$ cat config.mk
export PLATFORM = sky130hd
export DESIGN_NAME = dot_matrix_value_packet
export DESIGN_NICKNAME = d
export VERILOG_FILES = /design/src/rtl/dmvp_pkg.sv /design/src/rtl/dmvp_front.sv /design/src/rtl/dmvp_fifo.sv /design/src/rtl/dmvp_back.sv /design/src/rtl/dot_matrix_value_packet.sv
export SDC_FILE = /design/constraint.sdc
export NUM_CORES = 1
export LEC_CHECK = 0
export BUFFER_PORTS_ARGS = -buffer_cell sky130_fd_sc_hd__buf_2
export CAP_MARGIN = 20
export CORE_AREA = 2 2 288 290
export CTS_BUF_LIST = sky130_fd_sc_hd__clkbuf_4 sky130_fd_sc_hd__clkbuf_8
export DETAILED_ROUTE_END_ITERATION = 10
export DIE_AREA = 0 0 290 292
export PLACE_DENSITY = 0.6
export SLEW_MARGIN = 20
export SYNTH_ARGS = -nofsm -noshare
export SYNTH_HDL_FRONTEND = slang
export SYNTH_SLANG_ARGS = --single-unit
$ cat constraint.sdc
create_clock -name i_clk -period 9.5 [get_ports i_clk]
set_clock_uncertainty 0.1 [all_clocks]
set_input_delay 1.9 -clock i_clk [delete_from_list [all_inputs] [get_ports i_clk]]
set_output_delay 1.9 -clock i_clk [all_outputs]
set_load 0.1 [all_outputs]
$ cat src/rtl/dmvp_pkg.sv
// dmvp_pkg: shared types, constants and glyph tables for the dot matrix packet block.
// Used by every module under rtl; depends on nothing.
package dmvp_pkg;

    localparam int DIM         = 14;
    localparam int FRAME_BYTES = 28;
    localparam int FRAME_MAX   = 64;
    localparam int QUEUE_DEPTH = 2;

    localparam logic [5:0] POS_FRAME_FIRST = 6'd6;
    localparam logic [5:0] POS_FRAME_LAST  = 6'd33;
    localparam logic [5:0] POS_SUM         = 6'd34;
    localparam logic [5:0] POS_TERM        = 6'd35;
    localparam logic [5:0] POS_HDR_LAST    = 6'd5;
    localparam logic [7:0] TERM_BYTE       = 8'd22;

    localparam logic [7:0] HEADER [6] = '{8'd16, 8'd104, 8'd1, 8'd5, 8'd29, 8'd1};

    localparam logic [1:0] REG_PRIMARY   = 2'd0;
    localparam logic [1:0] REG_SECONDARY = 2'd1;
    localparam logic [1:0] REG_ROTATION  = 2'd2;

    localparam logic [2:0] UNIT_SINGLE = 3'd4;

    localparam logic [1:0] ROT_NONE = 2'd0;
    localparam logic [1:0] ROT_90   = 2'd1;
    localparam logic [1:0] ROT_180  = 2'd2;
    localparam logic [1:0] ROT_270  = 2'd3;

    typedef struct packed {
        logic [9:0] primary_value;
        logic [9:0] secondary_value;
    } t_in_item;

    typedef struct packed {
        logic [7:0] packet_byte;
        logic [5:0] byte_position;
        logic       last_byte;
    } t_out_item;

    typedef struct packed {
        logic [1:0] primary_unit;
        logic [2:0] secondary_unit;
        logic [1:0] rotation;
    } t_cfg;

    typedef logic [DIM-1:0][DIM-1:0]   t_grid;
    typedef logic [FRAME_BYTES-1:0][7:0] t_frame;
    typedef logic [0:4][2:0]           t_dglyph;
    typedef logic [0:4][4:0]           t_uglyph;

    typedef enum logic [2:0] {
        FE_IDLE,
        FE_HUND,
        FE_REM,
        FE_TENS,
        FE_ONES,
        FE_PUSH
    } t_fe_state;

    function automatic t_dglyph digit_glyph(logic [3:0] d);
        t_dglyph g;
        unique case (d)
            4'd0:    g = '{3'd7, 3'd5, 3'd5, 3'd5, 3'd7};
            4'd1:    g = '{3'd2, 3'd6, 3'd2, 3'd2, 3'd7};
            4'd2:    g = '{3'd7, 3'd1, 3'd2, 3'd4, 3'd7};
            4'd3:    g = '{3'd7, 3'd1, 3'd7, 3'd1, 3'd7};
            4'd4:    g = '{3'd5, 3'd5, 3'd7, 3'd1, 3'd1};
            4'd5:    g = '{3'd7, 3'd4, 3'd7, 3'd1, 3'd7};
            4'd6:    g = '{3'd7, 3'd4, 3'd7, 3'd5, 3'd7};
            4'd7:    g = '{3'd7, 3'd1, 3'd2, 3'd2, 3'd2};
            4'd8:    g = '{3'd7, 3'd5, 3'd7, 3'd5, 3'd7};
            4'd9:    g = '{3'd7, 3'd5, 3'd7, 3'd1, 3'd7};
            default: g = '0;
        endcase
        return g;
    endfunction

    function automatic t_uglyph unit_glyph(logic [1:0] u);
        t_uglyph g;
        unique case (u)
            2'd0: g = '{5'd25, 5'd26, 5'd4,  5'd11, 5'd19};
            2'd1: g = '{5'd16, 5'd6,  5'd8,  5'd8,  5'd6};
            2'd2: g = '{5'd22, 5'd4,  5'd6,  5'd4,  5'd4};
            2'd3: g = '{5'd0,  5'd21, 5'd21, 5'd21, 5'd10};
        endcase
        return g;
    endfunction

    // bit of the column byte for dot pair i (weights 16,32,64,128,1,2,4)
    function automatic logic [2:0] row_weight_bit(int i);
        logic [2:0] b;
        if (i < 4) begin
            b = 3'(i + 4);
        end else begin
            b = 3'(i - 4);
        end
        return b;
    endfunction

endpackage

$ cat src/rtl/dmvp_front.sv
// dmvp_front: accepts items, splits readings into digits, renders, rotates and
// packs the dot matrix into 28 column bytes. Depends on dmvp_pkg.
module dmvp_front (
    input  logic               i_clk,
    input  logic               i_rst_n,
    input  logic               i_valid,
    output logic               o_ready,
    input  dmvp_pkg::t_in_item i_item,
    input  dmvp_pkg::t_cfg     i_cfg,
    input  logic               i_q_full,
    output logic               o_push,
    output dmvp_pkg::t_frame   o_frame
);

    dmvp_pkg::t_fe_state r_state, n_state;

    logic [9:0] r_v1, r_v2;
    logic [3:0] r_hund1, r_hund2;
    logic [6:0] r_rem1, r_rem2;
    logic [3:0] r_tens1, r_tens2;
    logic [3:0] r_ones1, r_ones2;

    logic [15:0] w_q1, w_q2;
    logic [9:0]  w_sub1, w_sub2;
    logic [14:0] w_t1, w_t2;
    logic [6:0]  w_o1, w_o2;

    dmvp_pkg::t_grid w_grid, w_rot;
    dmvp_pkg::t_frame w_frame;

    // hundreds by reciprocal 41/4096, exact for 0..1023
    assign w_q1   = 16'(r_v1) * 16'd41;
    assign w_q2   = 16'(r_v2) * 16'd41;
    assign w_sub1 = r_v1 - 10'(r_hund1) * 10'd100;
    assign w_sub2 = r_v2 - 10'(r_hund2) * 10'd100;
    // tens by 205/2048
    assign w_t1   = 15'(r_rem1) * 15'd205;
    assign w_t2   = 15'(r_rem2) * 15'd205;
    assign w_o1   = r_rem1 - 7'(r_tens1) * 7'd10;
    assign w_o2   = r_rem2 - 7'(r_tens2) * 7'd10;

    always_ff @(posedge i_clk) begin
        if (!i_rst_n) begin
            r_state <= dmvp_pkg::FE_IDLE;
        end else begin
            r_state <= n_state;
        end
    end

    always_ff @(posedge i_clk) begin
        unique case (r_state)
            dmvp_pkg::FE_IDLE: begin
                if (i_valid) begin
                    r_v1 <= i_item.primary_value;
                    r_v2 <= i_item.secondary_value;
                end
            end
            dmvp_pkg::FE_HUND: begin
                r_hund1 <= w_q1[15:12];
                r_hund2 <= w_q2[15:12];
            end
            dmvp_pkg::FE_REM: begin
                r_rem1 <= w_sub1[6:0];
                r_rem2 <= w_sub2[6:0];
            end
            dmvp_pkg::FE_TENS: begin
                r_tens1 <= w_t1[14:11];
                r_tens2 <= w_t2[14:11];
            end
            dmvp_pkg::FE_ONES: begin
                r_ones1 <= w_o1[3:0];
                r_ones2 <= w_o2[3:0];
            end
            dmvp_pkg::FE_PUSH: begin
            end
            default: begin
            end
        endcase
    end

    always_comb begin
        n_state = r_state;
        unique case (r_state)
            dmvp_pkg::FE_IDLE: if (i_valid)   n_state = dmvp_pkg::FE_HUND;
            dmvp_pkg::FE_HUND:                n_state = dmvp_pkg::FE_REM;
            dmvp_pkg::FE_REM:                 n_state = dmvp_pkg::FE_TENS;
            dmvp_pkg::FE_TENS:                n_state = dmvp_pkg::FE_ONES;
            dmvp_pkg::FE_ONES:                n_state = dmvp_pkg::FE_PUSH;
            dmvp_pkg::FE_PUSH: if (!i_q_full) n_state = dmvp_pkg::FE_IDLE;
            default:                          n_state = dmvp_pkg::FE_IDLE;
        endcase
    end

    always_comb begin
        o_ready = (r_state == dmvp_pkg::FE_IDLE);
        o_push  = (r_state == dmvp_pkg::FE_PUSH) && !i_q_full;
    end

    function automatic dmvp_pkg::t_grid put_digit(dmvp_pkg::t_grid g_in, logic [3:0] d,
                                                  int row, int col);
        dmvp_pkg::t_grid g;
        dmvp_pkg::t_dglyph gl;
        g  = g_in;
        gl = dmvp_pkg::digit_glyph(d);
        if (d <= 4'd9) begin
            for (int r = 0; r < 5; r++) begin
                for (int c = 0; c < 3; c++) begin
                    if (row + r < dmvp_pkg::DIM && col + c < dmvp_pkg::DIM) begin
                        g[row + r][col + c] = gl[r][2 - c];
                    end
                end
            end
        end
        return g;
    endfunction

    function automatic dmvp_pkg::t_grid put_unit(dmvp_pkg::t_grid g_in, logic [1:0] u,
                                                 int col);
        dmvp_pkg::t_grid g;
        dmvp_pkg::t_uglyph gl;
        g  = g_in;
        gl = dmvp_pkg::unit_glyph(u);
        for (int r = 0; r < 5; r++) begin
            for (int c = 0; c < 5; c++) begin
                if (col + c < dmvp_pkg::DIM) begin
                    g[5 + r][col + c] = gl[r][4 - c];
                end
            end
        end
        return g;
    endfunction

    function automatic dmvp_pkg::t_grid draw_reading(dmvp_pkg::t_grid g_in,
                                                     logic [3:0] h, logic [3:0] t,
                                                     logic [3:0] o, int row,
                                                     logic [1:0] u);
        dmvp_pkg::t_grid g;
        g = g_in;
        if (h == 4'd0) begin
            g = put_digit(g, t, row, 1);
            g = put_digit(g, o, row, 5);
            g = put_unit(g, u, 9);
        end else begin
            g = put_digit(g, h, row, 1);
            g = put_digit(g, t, row, 5);
            g = put_digit(g, o, row, 9);
            g = put_unit(g, u, 13);
        end
        return g;
    endfunction

    always_comb begin
        w_grid = '0;
        if (i_cfg.secondary_unit < dmvp_pkg::UNIT_SINGLE) begin
            w_grid = draw_reading(w_grid, r_hund1, r_tens1, r_ones1, 1,
                                  i_cfg.primary_unit);
            w_grid = draw_reading(w_grid, r_hund2, r_tens2, r_ones2, 8,
                                  i_cfg.secondary_unit[1:0]);
        end else begin
            w_grid = draw_reading(w_grid, r_hund1, r_tens1, r_ones1, 5,
                                  i_cfg.primary_unit);
        end
    end

    always_comb begin
        for (int a = 0; a < dmvp_pkg::DIM; a++) begin
            for (int b = 0; b < dmvp_pkg::DIM; b++) begin
                unique case (i_cfg.rotation)
                    dmvp_pkg::ROT_NONE: w_rot[a][b] = w_grid[a][b];
                    dmvp_pkg::ROT_90:   w_rot[a][b] = w_grid[13 - b][a];
                    dmvp_pkg::ROT_180:  w_rot[a][b] = w_grid[13 - a][13 - b];
                    dmvp_pkg::ROT_270:  w_rot[a][b] = w_grid[b][13 - a];
                endcase
            end
        end
    end

    always_comb begin
        w_frame = '0;
        for (int j = 0; j < dmvp_pkg::DIM; j++) begin
            for (int i = 0; i < 7; i++) begin
                w_frame[j][dmvp_pkg::row_weight_bit(i)]      = w_rot[2 * i][j];
                w_frame[27 - j][dmvp_pkg::row_weight_bit(i)] = w_rot[2 * i + 1][j];
            end
        end
    end

    assign o_frame = w_frame;

endmodule

$ cat src/rtl/dmvp_fifo.sv
// dmvp_fifo: short queue of packed frames between the front and the back end.
// Depends on dmvp_pkg.
module dmvp_fifo (
    input  logic             i_clk,
    input  logic             i_rst_n,
    input  logic             i_push,
    input  dmvp_pkg::t_frame i_frame,
    output logic             o_full,
    input  logic             i_pop,
    output dmvp_pkg::t_frame o_frame,
    output logic             o_empty
);

    localparam int PTR_W = $clog2(dmvp_pkg::QUEUE_DEPTH);
    localparam int CNT_W = $clog2(dmvp_pkg::QUEUE_DEPTH + 1);

    dmvp_pkg::t_frame r_mem [dmvp_pkg::QUEUE_DEPTH];
    logic [PTR_W-1:0] r_wr, r_rd;
    logic [CNT_W-1:0] r_cnt;

    always_ff @(posedge i_clk) begin
        if (!i_rst_n) begin
            r_wr  <= '0;
            r_rd  <= '0;
            r_cnt <= '0;
        end else begin
            if (i_push) begin
                r_wr <= r_wr + 1'b1;
            end
            if (i_pop) begin
                r_rd <= r_rd + 1'b1;
            end
            if (i_push && !i_pop) begin
                r_cnt <= r_cnt + 1'b1;
            end else if (i_pop && !i_push) begin
                r_cnt <= r_cnt - 1'b1;
            end
        end
    end

    always_ff @(posedge i_clk) begin
        if (i_push) begin
            r_mem[r_wr] <= i_frame;
        end
    end

    assign o_frame = r_mem[r_rd];
    assign o_full  = (r_cnt == CNT_W'(dmvp_pkg::QUEUE_DEPTH));
    assign o_empty = (r_cnt == '0);

endmodule

$ cat src/rtl/dmvp_back.sv
// dmvp_back: walks the packet bytes of the head frame, one per cycle while the
// receiver is ready, into the output register, and forms the running checksum. Depends on dmvp_pkg.
module dmvp_back #(
    parameter int PACKET_BYTES = 64
) (
    input  logic                i_clk,
    input  logic                i_rst_n,
    input  logic                i_q_empty,
    input  dmvp_pkg::t_frame    i_q_frame,
    output logic                o_pop,
    output logic                o_valid,
    input  logic                i_ready,
    output dmvp_pkg::t_out_item o_item
);

    localparam int COUNT = (PACKET_BYTES > dmvp_pkg::FRAME_MAX) ?
                           dmvp_pkg::FRAME_MAX : PACKET_BYTES;
    localparam logic [5:0] LAST_POS = 6'(COUNT - 1);

    logic [5:0] r_pos;
    logic [7:0] r_sum;
    logic       r_valid;
    dmvp_pkg::t_out_item r_item;

    logic       w_load;
    logic       w_last;
    logic [7:0] w_byte;
    logic [4:0] w_fidx;

    assign w_load = !i_q_empty && (!r_valid || i_ready);
    assign w_last = (r_pos == LAST_POS);
    assign w_fidx = 5'(r_pos - dmvp_pkg::POS_FRAME_FIRST);
    assign o_pop  = w_load && w_last;

    always_comb begin
        priority if (r_pos <= dmvp_pkg::POS_HDR_LAST) begin
            w_byte = dmvp_pkg::HEADER[r_pos[2:0]];
        end else if (r_pos <= dmvp_pkg::POS_FRAME_LAST) begin
            w_byte = i_q_frame[w_fidx];
        end else if (r_pos == dmvp_pkg::POS_SUM) begin
            w_byte = r_sum;
        end else if (r_pos == dmvp_pkg::POS_TERM) begin
            w_byte = dmvp_pkg::TERM_BYTE;
        end else begin
            w_byte = 8'd0;
        end
    end

    always_ff @(posedge i_clk) begin
        if (!i_rst_n) begin
            r_pos   <= '0;
            r_valid <= 1'b0;
        end else begin
            if (w_load) begin
                r_valid <= 1'b1;
                r_pos   <= w_last ? 6'd0 : r_pos + 6'd1;
            end else if (i_ready) begin
                r_valid <= 1'b0;
            end
        end
    end

    always_ff @(posedge i_clk) begin
        if (w_load) begin
            r_item.packet_byte   <= w_byte;
            r_item.byte_position <= r_pos;
            r_item.last_byte     <= w_last;
            if (r_pos == 6'd0) begin
                r_sum <= 8'd0;
            end else if (r_pos <= dmvp_pkg::POS_FRAME_LAST) begin
                r_sum <= r_sum + w_byte;
            end
        end
    end

    assign o_valid = r_valid;
    assign o_item  = r_item;

endmodule

$ cat src/rtl/dot_matrix_value_packet.sv
// dot_matrix_value_packet: top level with the register port, front end, frame
// queue and packet back end. Depends on dmvp_pkg, dmvp_front, dmvp_fifo, dmvp_back.
//
// Usage: an input item carries one or two 10-bit readings. Each item yields
// one packet of PACKET_BYTES (at most 64) result items, one per cycle while the
// receiver is ready: header, 28 matrix column bytes, checksum, terminator, zero
// fill. last_byte marks the final item of a packet.
// Each input item passes through the four digit steps, the render into the queue
// and the output register before its first byte appears.
// The byte walk of the back end sets the packet rate; the front end runs ahead
// into a two-frame queue, so input is taken while a packet is still being sent.
// Config registers (primary_unit at 0x0, secondary_unit at 0x4, rotation at 0x8)
// must be written by the user over the APB port while the block is idle; the block
// does not enforce it. Reset: units go to percent and single-line, rotation to
// none; queue and output register empty. A stalled receiver holds the current byte;
// the queue then fills and o_ready drops once the front end has a frame waiting.
module dot_matrix_value_packet #(
    parameter int PACKET_BYTES = 64
) (
    input  logic                i_clk,
    input  logic                i_rst_n,
    input  logic                i_valid,
    output logic                o_ready,
    input  dmvp_pkg::t_in_item  i_item,
    output logic                o_valid,
    input  logic                i_ready,
    output dmvp_pkg::t_out_item o_item,
    input  logic                psel,
    input  logic                penable,
    input  logic                pwrite,
    input  logic [3:0]          paddr,
    input  logic [31:0]         pwdata,
    output logic [31:0]         prdata,
    output logic                pready
);

    dmvp_pkg::t_cfg   r_cfg;
    logic             w_push, w_full, w_pop, w_empty;
    dmvp_pkg::t_frame w_front_frame, w_q_frame;

    always_ff @(posedge i_clk) begin
        if (!i_rst_n) begin
            r_cfg.primary_unit   <= 2'd0;
            r_cfg.secondary_unit <= dmvp_pkg::UNIT_SINGLE;
            r_cfg.rotation       <= dmvp_pkg::ROT_NONE;
        end else if (psel && penable && pwrite) begin
            unique case (paddr[3:2])
                dmvp_pkg::REG_PRIMARY:   r_cfg.primary_unit   <= pwdata[1:0];
                dmvp_pkg::REG_SECONDARY: r_cfg.secondary_unit <= pwdata[2:0];
                dmvp_pkg::REG_ROTATION:  r_cfg.rotation       <= pwdata[1:0];
                default: begin
                end
            endcase
        end
    end

    always_comb begin
        unique case (paddr[3:2])
            dmvp_pkg::REG_PRIMARY:   prdata = 32'(r_cfg.primary_unit);
            dmvp_pkg::REG_SECONDARY: prdata = 32'(r_cfg.secondary_unit);
            dmvp_pkg::REG_ROTATION:  prdata = 32'(r_cfg.rotation);
            default:                 prdata = 32'd0;
        endcase
    end

    assign pready = 1'b1;

    dmvp_front u_front (
        .i_clk    (i_clk),
        .i_rst_n  (i_rst_n),
        .i_valid  (i_valid),
        .o_ready  (o_ready),
        .i_item   (i_item),
        .i_cfg    (r_cfg),
        .i_q_full (w_full),
        .o_push   (w_push),
        .o_frame  (w_front_frame)
    );

    dmvp_fifo u_fifo (
        .i_clk   (i_clk),
        .i_rst_n (i_rst_n),
        .i_push  (w_push),
        .i_frame (w_front_frame),
        .o_full  (w_full),
        .i_pop   (w_pop),
        .o_frame (w_q_frame),
        .o_empty (w_empty)
    );

    dmvp_back #(
        .PACKET_BYTES (PACKET_BYTES)
    ) u_back (
        .i_clk     (i_clk),
        .i_rst_n   (i_rst_n),
        .i_q_empty (w_empty),
        .i_q_frame (w_q_frame),
        .o_pop     (w_pop),
        .o_valid   (o_valid),
        .i_ready   (i_ready),
        .o_item    (o_item)
    );

endmodule

* Word level (Yosys, flattened, before mapping)
Memories as Yosys holds them, arrays and structs flattened. A register that Yosys moved wholly into a read port is not among the register bits.
Index checks and enable logic that the tools add are counted.
** Cells by class
- Multiply operators :: 8
- Magnitude comparators :: 11
- Reduce and logical (&&, ||, !) cells :: 31
- Add/sub/neg operators :: 11
- Eq/ne operators :: 22
- Mux-type cells :: 314
- Bitwise logic cells :: 1
** Operators with widths (number)
- case mux 1 bit (4 select lines) :: 196
- 2-to-1 mux 3 bit :: 77
- case mux 25 bit (4 select lines) :: 2
- 2-to-1 mux 196 bit :: 1
- 2-to-1 mux 180 bit :: 1
- 2-to-1 mux 140 bit :: 1
- 2-to-1 mux 139 bit :: 1
- 2-to-1 mux 4 bit :: 15
- 2-to-1 mux 8 bit :: 7
- binary-select mux 8 bit (select 5 bit) :: 1
- multiplier 10 x 6 -> 16 bit (second input constant) :: 2
- multiplier 7 x 8 -> 15 bit (second input constant) :: 2
- <= comparator 4 bit (second input constant) :: 6
- equality test 6 bit (second input constant) :: 3
- case mux 3 bit (6 select lines) :: 1
- equality test 2 bit (second input constant) :: 8
- subtractor 7 bit :: 2
- AND reduction 2 bit :: 6
- logical NOT 2 bit :: 5
- multiplier 4 x 5 -> 5 bit (second input constant) :: 2
- case mux 3 bit (3 select lines) :: 1
- adder 8 bit :: 1
- equality test 2 x 1 -> 1 bit (second input constant) :: 4
- logical NOT 4 bit :: 2
- other kinds (27) :: 51
** Word-level totals
- Memories kept :: 17
- Memory bits (read-only) :: 3664
- Register bits after elaboration :: 102
- RAM bits :: 392
** Memories
- u_fifo.r_mem :: words 2, bits a word 196, read ports 1, clocked after memory_dff 1, wr ports 1, RTL line dmvp_fifo.sv:17 : dmvp_pkg::t_frame r_mem [dmvp_pkg::QUEUE_DEPTH];
- (no name shown) :: words 16, bits a word 15, read ports 1, clocked after memory_dff 1, wr ports 0, RTL line dmvp_pkg.sv:63 : unique case (d)
- (no name shown) :: words 16, bits a word 15, read ports 1, clocked after memory_dff 1, wr ports 0, RTL line dmvp_pkg.sv:63
- (no name shown) :: words 16, bits a word 15, read ports 1, clocked after memory_dff 1, wr ports 0, RTL line dmvp_pkg.sv:63
- (no name shown) :: words 16, bits a word 15, read ports 1, clocked after memory_dff 1, wr ports 0, RTL line dmvp_pkg.sv:63
- (no name shown) :: words 16, bits a word 15, read ports 1, clocked after memory_dff 1, wr ports 0, RTL line dmvp_pkg.sv:63
- +11 memories

* Logic depth before layout (Yosys ltp)
- Depth in word-level cells :: 7
- Depth in mapped cells :: 21

* Modules after synthesis
Synthesis repeated with hierarchy kept, for this count alone.
** Second synthesis, totals
- Cell total of the unflattened synthesis :: 2685
- Area total of the unflattened synthesis :: 34759.6 um^2
** By module, submodules not included
- dmvp_fifo :: instances 1, cells each 719, area each 17036.3 um^2, sequential area each 13553.0 um^2
- dmvp_front :: instances 1, cells each 1627, area each 13625.6 um^2, sequential area each 3123.0 um^2
- dmvp_back :: instances 1, cells each 269, area each 3503.4 um^2, sequential area each 830.8 um^2
- dot_matrix_value_packet :: instances 1, cells each 70, area each 594.3 um^2, sequential area each 140.1 um^2

* Least setup slack after synthesis
Ideal clock, no wire load.
- Kind :: reg2reg
- From :: register u_fifo.r_cnt[0]
- To :: memory u_fifo.r_mem[0][0] in the netlist's numbering (enable)
- Period minus slack after synthesis :: 8.305 ns
- Arrival :: 7.513 ns
- Stages on the path, launching flop included :: 4
- Path slack :: 1.195 ns
- Data required time :: 8.708 ns
- Path through :: dfxtp_1 nand2b_1 nand4b_1 nor2_1
** On the way
- Longest elaborated chain between the ends :: 5
** RTL lines
- start, declared :: RTL line dmvp_fifo.sv:19 : logic [CNT_W-1:0] r_cnt;
- start signal, assigned :: RTL line dmvp_fifo.sv:34 : r_cnt <= r_cnt + 1'b1;
- start signal, assigned :: RTL line dmvp_fifo.sv:36 : r_cnt <= r_cnt - 1'b1;
- equality test 2 bit :: RTL line dmvp_fifo.sv:48 : assign o_full = (r_cnt == CNT_W'(dmvp_pkg::QUEUE_DEPTH));
- logical NOT 1 bit
- logical AND 1 bit :: RTL line dmvp_front.sv:96 : o_push = (r_state == dmvp_pkg::FE_PUSH) && !i_q_full;
- 2-to-1 mux 1 bit :: RTL line dmvp_fifo.sv:42 : if (i_push) begin
- 2-to-1 mux 1 bit (not written as such) :: RTL line dmvp_fifo.sv:43 : r_mem[r_wr] <= i_frame;
- end, declared :: RTL line dmvp_fifo.sv:17
Every way passes these cells.

* Final worst setup path
- From :: register u_back.r_pos[2]
- To :: register u_back.r_sum[6] (data pin)
** On the way
- Longest elaborated chain between the ends :: 7
- Elaborated cells on any way between the ends :: 18
- Classes of those cells :: add/sub: 2; order compare: 2; eq/ne: 2; mux: 9; bitwise: 1; reduce/logical: 1; memory: 1
** RTL lines
- start, declared :: RTL line dmvp_back.sv:20 : logic [5:0] r_pos;
- start signal, assigned :: RTL line dmvp_back.sv:56 : r_pos <= w_last ? 6'd0 : r_pos + 6'd1;
- subtractor 5 x 3 -> 5 bit or NOT 3 -> 4 bit (tied branches) :: RTL line dmvp_back.sv:32, dmvp_back.sv:37
- binary-select mux 8 bit (select 5 bit) or memory read (8 x 8 bit) (tied branches)
- 2-to-1 mux 8 bit, on equally long branches :: RTL line dmvp_back.sv:39, dmvp_back.sv:37
- 2-to-1 mux 8 bit, on equally long branches :: RTL line dmvp_back.sv:38, dmvp_back.sv:37
- 2-to-1 mux 8 bit * :: RTL line dmvp_back.sv:36 : priority if (r_pos <= dmvp_pkg::POS_HDR_LAST) begin
- via u_back.w_byte[0] :: RTL line dmvp_back.sv:27 : logic [7:0] w_byte;
- adder 8 bit * :: RTL line dmvp_back.sv:71 : r_sum <= r_sum + w_byte;
- 2-to-1 mux 8 bit * :: RTL line dmvp_back.sv:70 : end else if (r_pos <= dmvp_pkg::POS_FRAME_LAST) begin
- end signal, assigned :: RTL line dmvp_back.sv:71
- end, declared :: RTL line dmvp_back.sv:21 : logic [7:0] r_sum;
The timed path passes the listed nets; every way through them passes the cells marked *. The select of a mux whose other input is x is not followed.
A chain may end at the register's enable or synchronous reset.

==> run metrics <==
outcome=finished, final reports clean; Die Y=292 µm; Gate Count Post-Synth=2,402; slowest cell delay on critical path=0.58 ns; R2R depth=18; dpl hpwl=53,600 µm; cell family with most CP delay=compound AO/OA/AOI/OAI gates; io pins=113; Lkg Pwr=0.0117 µW; leading post-synthesis cells by instance count=edfxtp_1 (409), ha_1 (217), nand2_1 (194), nor2_1 (162), a21oi_1 (120); VDD IR-drop max=0.180 mV; Port-buffer cells=51; RSZ-0062 raised after global routing=no; Post-CTS Resized=0; power per cell area=190 nW/µm²; number of global-route vias before repair=19,500; Hold Crit Endpoint=u_front.r_rem2[0]$_DFFE_PP_; die width=290 µm; dominant cells by area after synthesis=edfxtp_1 (43%), ha_1 (9.6%), dfxtp_1 (6.2%); DP Area=29,400 µm²; # setup viols final=0; most common cell in the netlist=edfxtp_1; crit end category=flop; layout cell share with drive strength beyond 1=13.6%; Core Area=81,600 µm²; remaining global-route overflow=0; Pins Over Slew Limit=0; CTS Root Cell=clkbuf_8; f_max=188 MHz; Num CTS Buffers=86; Area Growth Syn to Fin=10.6%; worst-path maximum fanout=30; clock slew seen by the registers of the worst setup and hold paths=0.06 ns; latest clock arrival within the worst-skew pair=0.69 ns; max_slew headroom=23.9%; routed vias/inst=5.61; Hold Fails Final Rpt=0; initial DRC count=2,612; Synth top area share=43.4%; DIE AREA=84,700 µm²; setup TNS=0 ns; adder-cell share of the synthesized area=11.7%; via count=20,000; global-route wire length before repair=116,000 µm; Worst-Margin Slew=1.13 ns; initial core utilization=34.7%; hold_sp=u_front.r_v2[0]$_DFFE_PP_; Hold WC Path Type=reg -> reg; sequential share of the synthesized area=49.7%; Critical Path RT=9.81 ns; crit path DAT=5.63 ns; Distinct cells, synth=86; Critical R2R Launch=u_back.r_pos[2]$_SDFFE_PN0P_; Total GRT Usage=17.6%; Post-DRT Antenna Nets=0; critical path launch point type=flop; nets@finish=2,732; Mean Syn Cell Area=11.8 µm²; DRC errors left=0; WL final=76,300 µm; H-tree depth=3; WS Path Type=reg -> reg; routed len/inst=21.4 µm; first-pass iteration count of the detailed router=10; largest family of logic cells by synthesized area=compound AO/OA/AOI/OAI gates; initial antenna violation count=1; GP Congestion=0.937; multiplexer area fraction after synthesis=8.24%; flops & latches, synth=497; critical path's slowest cell=dfxtp_1; reg-to-reg setup timing slack=4.18 ns; post-route cell area=31,300 µm²; asr flop ratio synth=0%; Power Total=5940 µW; dominant synthesized flop cell=edfxtp_1; Yosys top cell by area=edfxtp_1; Critical R2R Capture=u_back.r_sum[6]$_SDFFCE_PP0P_; post-layout min period=5.32 ns; CTS max path bufs=3; num rows=105; largest net degree at the start of global routing=165; CP cell instances=inv_1 > ha_1 > buf_4 > inv_1 > buf_4 > mux4_2 > inv_1 > o22ai_1 > a31oi_1 > o221ai_1 > ha_1 > fa_1 > a21o_1 > a21o_1 > a21o_1 > a21oi_1 > xor2_1 > nor2_1; setup bufs post-CTS=0; synthesized area=28,300 µm²; Buffers & Inverters on Critical Path=5; hold_buf cts=0; max-cap check violation count=0; XOR/XNOR Fraction of Synth Area=1.33%; Tcrit/Tclk final=56.0%; CTS sink count=497; Post-synth EDFFs=409; Synth warnings=0; Compound-Gate Fraction of Synth Area=14.7%; CTS tree=done; hold path depth=0; Post-Synth Simple-Gate Area=9.66%
-- power by group --
part	total (µW)	internal, µW	switching, µW
combinational	1300	489	815
sequential	2560	2490	76.4
clock	2070	1140	924
-- stage by stage --
| stage | hold slack [ns] | cells | worst slack (ns) | utilization [%] |
|---|---|---|---|---|
| finish | 0.406 | 3564 | 4.18 | 38.3 |
| global route | 0.430 | 3564 | 3.91 | 38.3 |
| CTS | 0.410 | 3562 | 4.19 | 38.3 |
| detailed placement | 0.396 | 3404 | 4.20 | 36.1 |
| global placement | 0.391 | 3404 | 4.26 | 36.1 |
| floorplan | 0.306 | 2430 | 1.19 | - |
-- per-layer routing --
| layer | vias up | wire length [µm] | track usage (%) |
|---|---|---|---|
| met5 | - | 0 | 0 |
| met1 | 9807 | 31000 | 22.5 |
| met2 | 892 | 36700 | 29.6 |
| met4 | 0 | 2870 | 7.16 |
| li1 | 9130 | - | - |
| met3 | 172 | 5690 | 3.13 |
-- worst max-delay path by stage --
stage	startpoint	end	cells past startpoint
6_report	u_back.r_pos[2]$_SDFFE_PN0P_	u_back.r_sum[6]$_SDFFCE_PP0P_	18
5_1_grt	u_back.r_pos[2]$_SDFFE_PN0P_	u_back.r_sum[6]$_SDFFCE_PP0P_	18
4_1_cts	u_back.r_pos[2]$_SDFFE_PN0P_	u_back.r_sum[6]$_SDFFCE_PP0P_	18
3_5_place_dp	u_back.r_pos[2]$_SDFFE_PN0P_	u_back.r_sum[6]$_SDFFCE_PP0P_	18
3_3_place_gp	u_back.r_pos[2]$_SDFFE_PN0P_	u_back.r_sum[6]$_SDFFCE_PP0P_	18
2_1_floorplan	u_fifo.r_cnt[0]$_SDFFE_PN0P_	u_fifo.r_mem[0][0]$_DFFE_PP_	3
-- cell families after synthesis --
group | Yosys count
AOI/OAI and AO/OA | 596
xor gates and xnor gates | 43
adders and majority gates | 246
buffers and inverters | 296
DFF | 497
muxes | 143
other | 2
and+or+nand+nor | 579
-- final cells by class --
type | instances | area (µm²)
Antenna cell | 1 | 2.50
Clock buffer | 117 | 1490
Clock inverter | 41 | 345
Fill cell | 7687 | 50300
Inverter | 118 | 448
Multi-Input combinational cell | 1637 | 13100
Sequential cell | 497 | 14100
Tap cell | 1070 | 1340
Timing Repair Buffer | 83 | 531
-- placed cells by master (no fill, tap or decap), types with 10 or more instances in the layout --
master,instances
clkbuf_8,98
a22oi_1,41
clkinv_2,13
a222oi_1,28
inv_1,114
a21oi_1,120
a221oi_1,33
a21o_1,23
conb_1,30
nor2_1,160
buf_4,28
nand2b_1,16
nor3_1,18
ha_1,213
nand2_1,194
mux4_2,71
and3_1,19
a22o_1,41
and2_1,37
xnor2_1,30
nor2b_1,42
xor2_1,13
a221o_1,10
buf_2,52
fa_1,29
clkinv_1,15
a211oi_1,14
edfxtp_1,409
dfxtp_1,84
o21ai_0,101
clkbuf_4,19
o22ai_1,22
o211ai_1,11
nand4_1,13
o21a_1,20
nand3_1,33
a31oi_1,28
mux2i_1,65
a32oi_1,22
Note: power is estimated with default switching activity, not from simulation.
